`src/rtl/pl_pkg.sv`:
```
// Package with types and constants of the positional list core.
`default_nettype none
package pl_pkg;
    localparam int LIST_DEPTH = 16;
    localparam int IDX_W = $clog2(LIST_DEPTH);
    localparam int CNT_W = $clog2(LIST_DEPTH + 1);
    localparam int WORD_W = 32;
    localparam int MODE_W = 3;
    localparam int POS_W = 5;
    localparam int STAT_W = 2;

    typedef enum logic [MODE_W-1:0] {
        MODE_TAIL_INS = 3'd0,
        MODE_FRONT_INS = 3'd1,
        MODE_POS_INS = 3'd2,
        MODE_REM_FRONT = 3'd3,
        MODE_REM_TAIL = 3'd4,
        MODE_REM_VALUE = 3'd5,
        MODE_CLEAR = 3'd6,
        MODE_DUMP = 3'd7
    } t_mode;

    typedef enum logic [STAT_W-1:0] {
        ST_OK = 2'd0,
        ST_FULL = 2'd1,
        ST_EMPTY = 2'd2,
        ST_RANGE = 2'd3
    } t_status;

    typedef enum logic [1:0] {
        S_IDLE,
        S_COMPACT,
        S_DUMP,
        S_RESULT
    } t_state;

    // Commands from the controller to the datapath.
    typedef struct packed {
        logic load;      // latch the request fields
        logic insert;    // shift up and write at the insert position
        logic rem_front; // shift all entries down by one
        logic rem_tail;  // drop the last entry
        logic clear;     // drop all entries
        logic cmp_step;  // one compaction step of remove by value
        logic cmp_start; // start compaction scan
        logic dump_start;
        logic dump_step;
    } t_cmd;

    // Status from the datapath to the controller.
    typedef struct packed {
        logic full;
        logic empty;
        logic range_bad;
        logic cmp_done;
        logic dump_last;
    } t_stat;
endpackage
`default_nettype wire

```
`src/rtl/pl_if.sv`:
```
// Valid/ready request and result channel interfaces for the list core.
`default_nettype none
interface pl_in_if;
    logic valid;
    logic ready;
    logic [2:0] mode;
    logic signed [31:0] value;
    logic [4:0] position;
    modport source (output valid, mode, value, position, input ready);
    modport sink (input valid, mode, value, position, output ready);
endinterface

interface pl_out_if;
    logic valid;
    logic ready;
    logic signed [31:0] element;
    logic [4:0] count;
    logic [1:0] status;
    logic last;
    modport source (output valid, element, count, status, last, input ready);
    modport sink (input valid, element, count, status, last, output ready);
endinterface
`default_nettype wire

```
`src/rtl/pl_datapath.sv`:
```
// Datapath of the list core: shift cells, count, compaction and dump pointers.
`default_nettype none
module pl_datapath (
    input  wire logic                   i_clk,
    input  wire logic                   i_rst_n,
    input  wire pl_pkg::t_cmd           i_cmd,
    input  wire logic [2:0]             i_mode,
    input  wire logic [31:0]            i_value,
    input  wire logic [4:0]             i_position,
    output pl_pkg::t_stat               o_stat,
    output logic [31:0]                 o_dump_word,
    output logic [pl_pkg::CNT_W-1:0]    o_count
);
    import pl_pkg::*;

    logic [WORD_W-1:0] r_cell [LIST_DEPTH];
    logic [CNT_W-1:0]  r_count, n_count;
    logic [WORD_W-1:0] r_value;
    logic [POS_W-1:0]  r_pos;
    logic [2:0]        r_mode;
    logic [CNT_W-1:0]  r_rd, r_wr;
    logic [CNT_W-1:0]  ins_pos;
    logic [CNT_W-1:0]  pos_ext;
    logic [IDX_W-1:0]  rd_idx, wr_idx;

    assign rd_idx = r_rd[IDX_W-1:0];
    assign wr_idx = r_wr[IDX_W-1:0];

    // Zero-extend or truncate the requested position to the count width.
    always_comb begin
        pos_ext = '0;
        if (CNT_W >= POS_W) pos_ext = CNT_W'(r_pos);
        else if (r_pos > POS_W'(LIST_DEPTH)) pos_ext = CNT_W'(LIST_DEPTH) + CNT_W'(1);
        else pos_ext = CNT_W'(r_pos);
    end

    // Insert position by mode.
    always_comb begin
        case (t_mode'(r_mode))
            MODE_TAIL_INS:  ins_pos = r_count;
            MODE_FRONT_INS: ins_pos = '0;
            default:        ins_pos = pos_ext;
        endcase
    end

    // Latched request fields.
    always_ff @(posedge i_clk) begin
        if (i_cmd.load) begin
            r_value <= i_value;
            r_pos <= i_position;
            r_mode <= i_mode;
        end
    end

    // Shift cells take a lower or upper neighbor, the new word or a kept word.
    always_ff @(posedge i_clk) begin
        for (int k = 0; k < LIST_DEPTH; k++) begin
            if (i_cmd.insert) begin
                if (CNT_W'(k) == ins_pos) r_cell[k] <= r_value;
                else if (CNT_W'(k) > ins_pos && k > 0) r_cell[k] <= r_cell[(k > 0) ? k-1 : 0];
            end else if (i_cmd.rem_front) begin
                if (k < LIST_DEPTH - 1) r_cell[k] <= r_cell[(k < LIST_DEPTH-1) ? k+1 : k];
            end
        end
        if (i_cmd.cmp_step && r_rd < r_count && r_cell[rd_idx] != r_value)
            r_cell[wr_idx] <= r_cell[rd_idx];
    end

    // Scan pointers for compaction and dump.
    always_ff @(posedge i_clk) begin
        if (!i_rst_n) begin
            r_rd <= '0;
            r_wr <= '0;
        end else if (i_cmd.cmp_start || i_cmd.dump_start) begin
            r_rd <= '0;
            r_wr <= '0;
        end else if (i_cmd.cmp_step) begin
            if (r_rd < r_count) begin
                r_rd <= r_rd + CNT_W'(1);
                if (r_cell[rd_idx] != r_value) r_wr <= r_wr + CNT_W'(1);
            end
        end else if (i_cmd.dump_step) begin
            r_rd <= r_rd + CNT_W'(1);
        end
    end

    // Entry count.
    always_comb begin
        n_count = r_count;
        if (i_cmd.insert) n_count = r_count + CNT_W'(1);
        else if (i_cmd.rem_front || i_cmd.rem_tail) n_count = r_count - CNT_W'(1);
        else if (i_cmd.clear) n_count = '0;
        else if (i_cmd.cmp_step && r_rd >= r_count) n_count = r_wr;
    end

    always_ff @(posedge i_clk) begin
        if (!i_rst_n) r_count <= '0;
        else r_count <= n_count;
    end

    assign o_stat.full = (r_count >= CNT_W'(LIST_DEPTH));
    assign o_stat.empty = (r_count == '0);
    assign o_stat.range_bad = ({1'b0, pos_ext} > {1'b0, r_count}) || (32'(r_pos) > 32'(LIST_DEPTH));
    assign o_stat.cmp_done = (r_rd >= r_count);
    assign o_stat.dump_last = (r_rd + CNT_W'(1) >= r_count);
    assign o_dump_word = r_cell[rd_idx];
    assign o_count = r_count;
endmodule
`default_nettype wire

```
`src/rtl/pl_control.sv`:
```
// Controller of the list core: sequences operations and drives the result register.
`default_nettype none
module pl_control (
    input  wire logic                 i_clk,
    input  wire logic                 i_rst_n,
    pl_in_if.sink                     i_req,
    pl_out_if.source                  o_res,
    input  wire pl_pkg::t_stat        i_stat,
    input  wire logic [31:0]          i_dump_word,
    input  wire logic [pl_pkg::CNT_W-1:0] i_count,
    output pl_pkg::t_cmd              o_cmd
);
    import pl_pkg::*;

    t_state r_state, n_state;
    logic r_ovalid, n_ovalid;
    logic [WORD_W-1:0] r_elem, n_elem;
    logic [STAT_W-1:0] r_status, n_status;
    logic r_last, n_last;
    logic [4:0] r_cnt, n_cnt;
    logic r_pend, n_pend;
    logic [STAT_W-1:0] r_pst, n_pst;
    logic [2:0] r_mode;
    logic out_free;
    logic acc;

    assign out_free = !r_ovalid || o_res.ready;
    assign i_req.ready = (r_state == S_IDLE) && !r_pend;
    assign acc = i_req.valid && i_req.ready;

    always_ff @(posedge i_clk) begin
        if (acc) r_mode <= i_req.mode;
    end

    // State register and result register.
    always_ff @(posedge i_clk) begin
        if (!i_rst_n) begin
            r_state <= S_IDLE;
            r_ovalid <= 1'b0;
            r_pend <= 1'b0;
        end else begin
            r_state <= n_state;
            r_ovalid <= n_ovalid;
            r_pend <= n_pend;
        end
        r_elem <= n_elem;
        r_status <= n_status;
        r_last <= n_last;
        r_cnt <= n_cnt;
        r_pst <= n_pst;
    end

    // Next state, commands and result.
    always_comb begin
        n_state = r_state;
        n_ovalid = r_ovalid && !o_res.ready;
        n_elem = r_elem;
        n_status = r_status;
        n_last = r_last;
        n_cnt = r_cnt;
        n_pend = r_pend;
        n_pst = r_pst;
        o_cmd = '0;
        o_cmd.load = acc;
        // A single-result operation finishes by posting its pending result.
        if (r_pend && out_free) begin
            n_ovalid = 1'b1;
            n_elem = '0;
            n_status = r_pst;
            n_last = 1'b1;
            n_cnt = 5'(i_count);
            n_pend = 1'b0;
        end
        case (r_state)
            S_IDLE: begin
                if (acc) n_state = S_RESULT;
            end
            S_RESULT: begin
                n_state = S_IDLE;
                n_pend = 1'b1;
                n_pst = ST_OK;
                case (t_mode'(r_mode))
                    MODE_TAIL_INS, MODE_FRONT_INS, MODE_POS_INS: begin
                        if (i_stat.full) n_pst = ST_FULL;
                        else if (t_mode'(r_mode) == MODE_POS_INS && i_stat.range_bad)
                            n_pst = ST_RANGE;
                        else o_cmd.insert = 1'b1;
                    end
                    MODE_REM_FRONT: begin
                        if (i_stat.empty) n_pst = ST_EMPTY;
                        else o_cmd.rem_front = 1'b1;
                    end
                    MODE_REM_TAIL: begin
                        if (i_stat.empty) n_pst = ST_EMPTY;
                        else o_cmd.rem_tail = 1'b1;
                    end
                    MODE_REM_VALUE: begin
                        if (i_stat.empty) n_pst = ST_EMPTY;
                        else begin
                            o_cmd.cmp_start = 1'b1;
                            n_pend = 1'b0;
                            n_state = S_COMPACT;
                        end
                    end
                    MODE_CLEAR: o_cmd.clear = 1'b1;
                    default: begin
                        o_cmd.dump_start = 1'b1;
                        n_pend = 1'b0;
                        n_state = S_DUMP;
                    end
                endcase
            end
            S_COMPACT: begin
                o_cmd.cmp_step = 1'b1;
                if (i_stat.cmp_done) begin
                    n_pend = 1'b1;
                    n_pst = ST_OK;
                    n_state = S_IDLE;
                end
            end
            default: begin
                // Dump: one result per entry while the output register is free.
                if (out_free) begin
                    n_ovalid = 1'b1;
                    n_status = ST_OK;
                    n_elem = i_stat.empty ? '0 : i_dump_word;
                    n_last = i_stat.empty || i_stat.dump_last;
                    n_cnt = 5'(i_count);
                    o_cmd.dump_step = 1'b1;
                    if (n_last) n_state = S_IDLE;
                end
            end
        endcase
    end

    assign o_res.valid = r_ovalid;
    assign o_res.element = r_elem;
    assign o_res.count = r_cnt;
    assign o_res.status = r_status;
    assign o_res.last = r_last;
endmodule
`default_nettype wire

```
`src/rtl/positional_list_insert_delete_core.sv`:
```
// Top level of the positional list core.
// Fixed-capacity ordered list of 32-bit signed words. Inserts, front/tail
// removal and clear latch the request, then shift cells or set the count
// at once; remove by value latches and scans one entry a cycle; dump gives
// one result a cycle while the result output is not stalled (one result
// for an empty list). A request is taken only after the previous one has
// finished; the result register frees the controller once its last result
// is posted, and a stalled result output holds the next request's result
// back. Count in a result is the count after the operation.
`default_nettype none
module positional_list_insert_delete_core (
    input  wire logic i_clk,
    input  wire logic i_rst_n,
    pl_in_if.sink     i_req,
    pl_out_if.source  o_res
);
    import pl_pkg::*;

    t_cmd cmd;
    t_stat stat;
    logic [WORD_W-1:0] dump_word;
    logic [CNT_W-1:0] count;

    pl_control u_ctrl (
        .i_clk(i_clk), .i_rst_n(i_rst_n), .i_req(i_req), .o_res(o_res),
        .i_stat(stat), .i_dump_word(dump_word), .i_count(count), .o_cmd(cmd)
    );

    pl_datapath u_dp (
        .i_clk(i_clk), .i_rst_n(i_rst_n), .i_cmd(cmd),
        .i_mode(i_req.mode), .i_value(i_req.value), .i_position(i_req.position),
        .o_stat(stat), .o_dump_word(dump_word), .o_count(count)
    );
endmodule
`default_nettype wire

```
`src/flat_wrapper.sv`:
```
// flat-port wrapper written by rule: the top's interface ports become plain ports
module positional_list_insert_delete_core_flat import pl_pkg::*;
  (i_clk, i_rst_n, i_req_valid, i_req_mode, i_req_value, i_req_position, i_req_ready, o_res_valid, o_res_element, o_res_count, o_res_status, o_res_last, o_res_ready);
  pl_in_if i_req_i ();
  pl_out_if o_res_i ();
  input  wire logic i_clk;
  input  wire logic i_rst_n;
  input wire logic [$bits(i_req_i.valid)-1:0] i_req_valid;
  input wire logic [$bits(i_req_i.mode)-1:0] i_req_mode;
  input wire logic [$bits(i_req_i.value)-1:0] i_req_value;
  input wire logic [$bits(i_req_i.position)-1:0] i_req_position;
  output wire logic [$bits(i_req_i.ready)-1:0] i_req_ready;
  output wire logic [$bits(o_res_i.valid)-1:0] o_res_valid;
  output wire logic [$bits(o_res_i.element)-1:0] o_res_element;
  output wire logic [$bits(o_res_i.count)-1:0] o_res_count;
  output wire logic [$bits(o_res_i.status)-1:0] o_res_status;
  output wire logic [$bits(o_res_i.last)-1:0] o_res_last;
  input wire logic [$bits(o_res_i.ready)-1:0] o_res_ready;
  assign i_req_i.valid = i_req_valid;
  assign i_req_i.mode = i_req_mode;
  assign i_req_i.value = i_req_value;
  assign i_req_i.position = i_req_position;
  assign i_req_ready = i_req_i.ready;
  assign o_res_valid = o_res_i.valid;
  assign o_res_element = o_res_i.element;
  assign o_res_count = o_res_i.count;
  assign o_res_status = o_res_i.status;
  assign o_res_last = o_res_i.last;
  assign o_res_i.ready = o_res_ready;
  positional_list_insert_delete_core u_core (.i_clk(i_clk), .i_rst_n(i_rst_n), .i_req(i_req_i), .o_res(o_res_i));
endmodule
```
`config.mk`:
```
export PLATFORM = sky130hd
export DESIGN_NAME = positional_list_insert_delete_core_flat
export DESIGN_NICKNAME = d
export VERILOG_FILES = /design/src/rtl/pl_pkg.sv /design/src/rtl/pl_if.sv /design/src/rtl/pl_datapath.sv /design/src/rtl/pl_control.sv /design/src/rtl/positional_list_insert_delete_core.sv /design/src/flat_wrapper.sv
export SDC_FILE = /design/constraint.sdc
export NUM_CORES = 2
export LEC_CHECK = 0
export ABC_AREA = 1
export BUFFER_PORTS_ARGS = -buffer_cell sky130_fd_sc_hd__buf_2
export CAP_MARGIN = 40
export CORE_MARGIN = 1
export CORE_UTILIZATION = 23
export DETAILED_ROUTE_END_ITERATION = 10
export HOLD_SLACK_MARGIN = 0.03
export PLACE_DENSITY = 0.44
export SYNTH_ARGS = -nofsm -noshare
export SYNTH_HDL_FRONTEND = slang
export SYNTH_SLANG_ARGS = --single-unit
```
`constraint.sdc`:
```
create_clock -name i_clk -period 5.1 [get_ports i_clk]
set_clock_uncertainty 0.15 [all_clocks]
set_input_delay 0.255 -clock i_clk [delete_from_list [all_inputs] [get_ports i_clk]]
set_output_delay 0.255 -clock i_clk [all_outputs]
set_load 0.01 [all_outputs]
```
==> key figures <==
Synthesis
  • Unique masters post-synth: 37
  • Post-synth EDFFs: 554
  • Cell taking the most area after synthesis: edfxtp_1
  • Syn nets: 5,716
  • Synth Instances: 5,646
  • Largest cells by area after synthesis: edfxtp_1 (40%), nand2_1 (16%), o21ai_0 (13%)
  • Cell Area, Synth: 41,300 um2
  • Main synth FF type: edfxtp_1
  • Synth top area share: 0.403
  • Synth warn: 0
  • Yosys reg bits: 617
  • Register area share after synthesis: 0.433
  • Asr flop ratio synth: 0
  • Post-synthesis average cell area: 7.32 um2

Global routing
  • Aggregate global routing overflow: 0
  • Tot GR Track Use: 0.208
  • Antenna violations before repair: 3
  • Largest net degree at the start of global routing: 214
  • Vias in the first global route: 37,843
  • First-pass GRT wire length: 276,000 um

Worst setup path
  • Max incr delay on CP: 410 ps
  • CP required: 5370 ps
  • Delay-heaviest family, CP: simple AND/OR/NAND/NOR gates
  • Most frequent CP cell: nand2_1
  • Logic depth of the worst setup path including buffers: 20
  • Slowest-stage cell, CP: dfxtp_4
  • Critical path type: reg -> reg
  • Crit. End Element: flop
  • Cells along the critical path: inv_6 > buf_12 > buf_4 > nand2_1 > nand3_1 > nand3_1 > nand3_1 > nand2_1 > nand2_1 > nand2_1 > inv_1 > nand2_1 > nor2_1 > nand2_1 > nor2_1 > nand2_4 > buf_4 > nand3_4 > nand3_4 > buf_12
  • Startpoint types: flop
  • WP data arrival: 4710 ps
  • WP buf/inv: 6
  • Crit path max fanout: 53
  • R2R cell count: 20

Floorplanning
  • Die X-Extent: 426 um
  • Die area: 181,000 um2
  • Number of placement rows: 155
  • I/O pins: 86
  • Die height: 426 um
  • Core region area: 178,000 um2
  • Initial Util: 0.232

Detailed routing
  • First drt pass iteration count: 6
  • Vias: 41,381
  • WL per Instance: 24.4 um
  • Post-Route WL: 193,000 um
  • DRT iter0 DRCs: 5,307
  • Detailed-route vias per instance: 5.22
  • # DRC: 0
  • Routed Antenna Nets: 0

Placement
  • Worst slack, placed: 776 ps
  • PortBufs: 85
  • Dpl cell area: 44,900 um2
  • Placer congestion estimate: 0.853
  • DP Wirelength: 117,000 um

Finish
  • Fill count: 19,507
  • Final instance area: 47,900 um2
  • Reg area: 17,900 um2
  • Multi-input logic area: 19,800 um2
  • Final Net Count: 5,573
  • Area Overhead vs Synth: 16.0%
  • Layout cells sized above 1: 0.0762

STA
  • Slew @ Worst Pin: 998 ps
  • Fmax achieved: 225 MHz
  • Fin crit share: 0.871
  • Post-layout min period: 4440 ps
  • Final Hold Fails: 0
  • Max-slew headroom: 0.335
  • Final Setup Violations: 0
  • Setup ws final: 659 ps
  • Max-slew violation count: 0
  • RSZ-0062 raised after global routing: no
  • TNS Setup: 0 ps

Power and ir drop
  • Worst vdd ir: 717 uV
  • Leak Pwr: 0.0193 uW
  • Switching Share: 0.479
  • Sequential Power Share: 0.276
  • Psw: 11,900 uW
  • Logic pwr share: 0.489
  • Design internal power: 12,900 uW
  • Power Dens Cells: 517 nW/um2
  • Clock power frac: 0.235

Clocking
  • Num CTS Buffers: 80
  • CTS H-tree lvls: 3
  • Worst-path clk slew: 60 ps
  • Worst-Skew Late Latency: 700 ps
  • CTS tree: yes
  • Hold buffer count at cts: 42
  • Clock buffer depth: 3
  • Setup bufs post-CTS: 0
  • CTS root buf: clkbuf_16
  • # clock sinks: 617
  • Post-CTS Resized: 0

Hold path
  • Hold WC Path Type: in -> reg
  • Hold depth: 2

Run status
  • Status: complete, no violations

Job
  • Max Cap Violations: 0
## sequential cells by signal, indices dropped and copies added, names as in the netlist, named ones only
register and flops:
u_core.u_ctrl.o_res.count 5, u_core.u_dp.o_count 5, u_core.u_ctrl.o_res.last 1, u_core.u_dp.r_wr 5, u_core.u_dp.r_cell 512, u_core.u_dp.r_value 32
u_core.u_dp.r_rd 5, u_core.u_ctrl.r_pend 1, u_core.u_ctrl.r_state 2, u_core.u_ctrl.o_res.valid 1, u_core.u_dp.pos_ext 5, u_core.u_ctrl.o_res.status 2
u_core.u_ctrl.r_mode 3, u_core.u_ctrl.o_res.element 32, u_core.u_ctrl.r_pst 2
## worst paths after layout
path	from	endpoint	slack (ps)
hold reg to reg	u_core.u_ctrl.o_res.element[3]$_DFF_P_	u_core.u_ctrl.o_res.element[3]$_DFF_P_	300
hold / removal	i_req_value[21]	u_core.u_dp.r_value[21]$_DFFE_PP_	130
setup / recovery	flop	u_core.u_dp.r_cell[0][17]$_DFFE_PP_	660
setup reg to reg	flop	u_core.u_dp.r_cell[0][17]$_DFFE_PP_	660
## final cells by class
type | count | share of cell area
clock inverters | 26 | 0.00553
flip-flops and latches | 617 | 0.374
clock buffers | 120 | 0.0481
repair buffers | 291 | 0.0586
diodes | 3 | 0.000157
inverters | 499 | 0.0395
multi-input cells | 4014 | 0.413
well taps | 2355 | 0.0615
## cells by family after synthesis
group,after synthesis,share of synthesized area
AND/OR/NAND/NOR,2330,0.227
buffers and inverters,1015,0.100
AO/OA/AOI/OAI,1648,0.230
adder cells (fa/ha/maj),26,0.00787
flip-flops,617,0.433
XOR/XNOR,10,0.00212
## power by group through the flow
stage | clock network, uW | logic (uW) | registers [uW]
after detailed placement | 0 | 12000 | 6930
after global placement | 0 | 11600 | 6930
final | 5820 | 12100 | 6830
after CTS | 5920 | 12000 | 6830
after floorplan | 0 | 7090 | 6710
after global routing | 6080 | 13200 | 6880
## cells in the mapped netlist, types with 4 or more instances
cell type,n
nand2_1,1727
o21ai_0,1053
edfxtp_1,554
inv_1,468
o211ai_1,440
nand3_1,393
clkbuf_1,314
nor2_1,160
buf_2,107
a31oi_1,99
dfxtp_1,63
buf_1,48
a21oi_1,42
buf_4,39
nand4_1,38
clkinv_1,26
ha_1,26
xor2_1,7
buf_6,6
a211oi_1,4
inv_2,4
nor3_1,4
o21ai_1,4
## layer usage
metal,GRT usage,part of all wire,up-vias
li1,-,-,19098
met1,0.288,0.43,19969
met2,0.333,0.45,2043
met3,0.0314,0.086,271
met4,0.0576,0.029,0
met5,0,0,-
## cell usage in the layout, fill, tap and decap left out, drive strengths merged, types with 26 or more instances in the layout
| cell | count |
|---|---|
| nand2 | 1728 |
| nand4 | 38 |
| o211ai | 440 |
| nor2 | 160 |
| ha | 26 |
| dfxtp | 63 |
| dlygate4sd3 | 42 |
| clkinv | 40 |
| clkbuf | 120 |
| o21ai | 1058 |
| a21oi | 42 |
| edfxtp | 554 |
| inv | 477 |
| a31oi | 99 |
| nand3 | 394 |
| buf | 249 |
## through the flow
stage                     utilization  std cells  total power, uW  hold slack (ps)
after floorplan                     -       5646            13800              204
after global placement          0.250       7724            18600              283
after detailed placement        0.252       7734            18900              283
after CTS                       0.269       7922            24800             78.3
after global routing            0.269       7922            26100              107
final                           0.269       7925            24800              130
No activity file was read; power rests on OpenSTA's default activity.
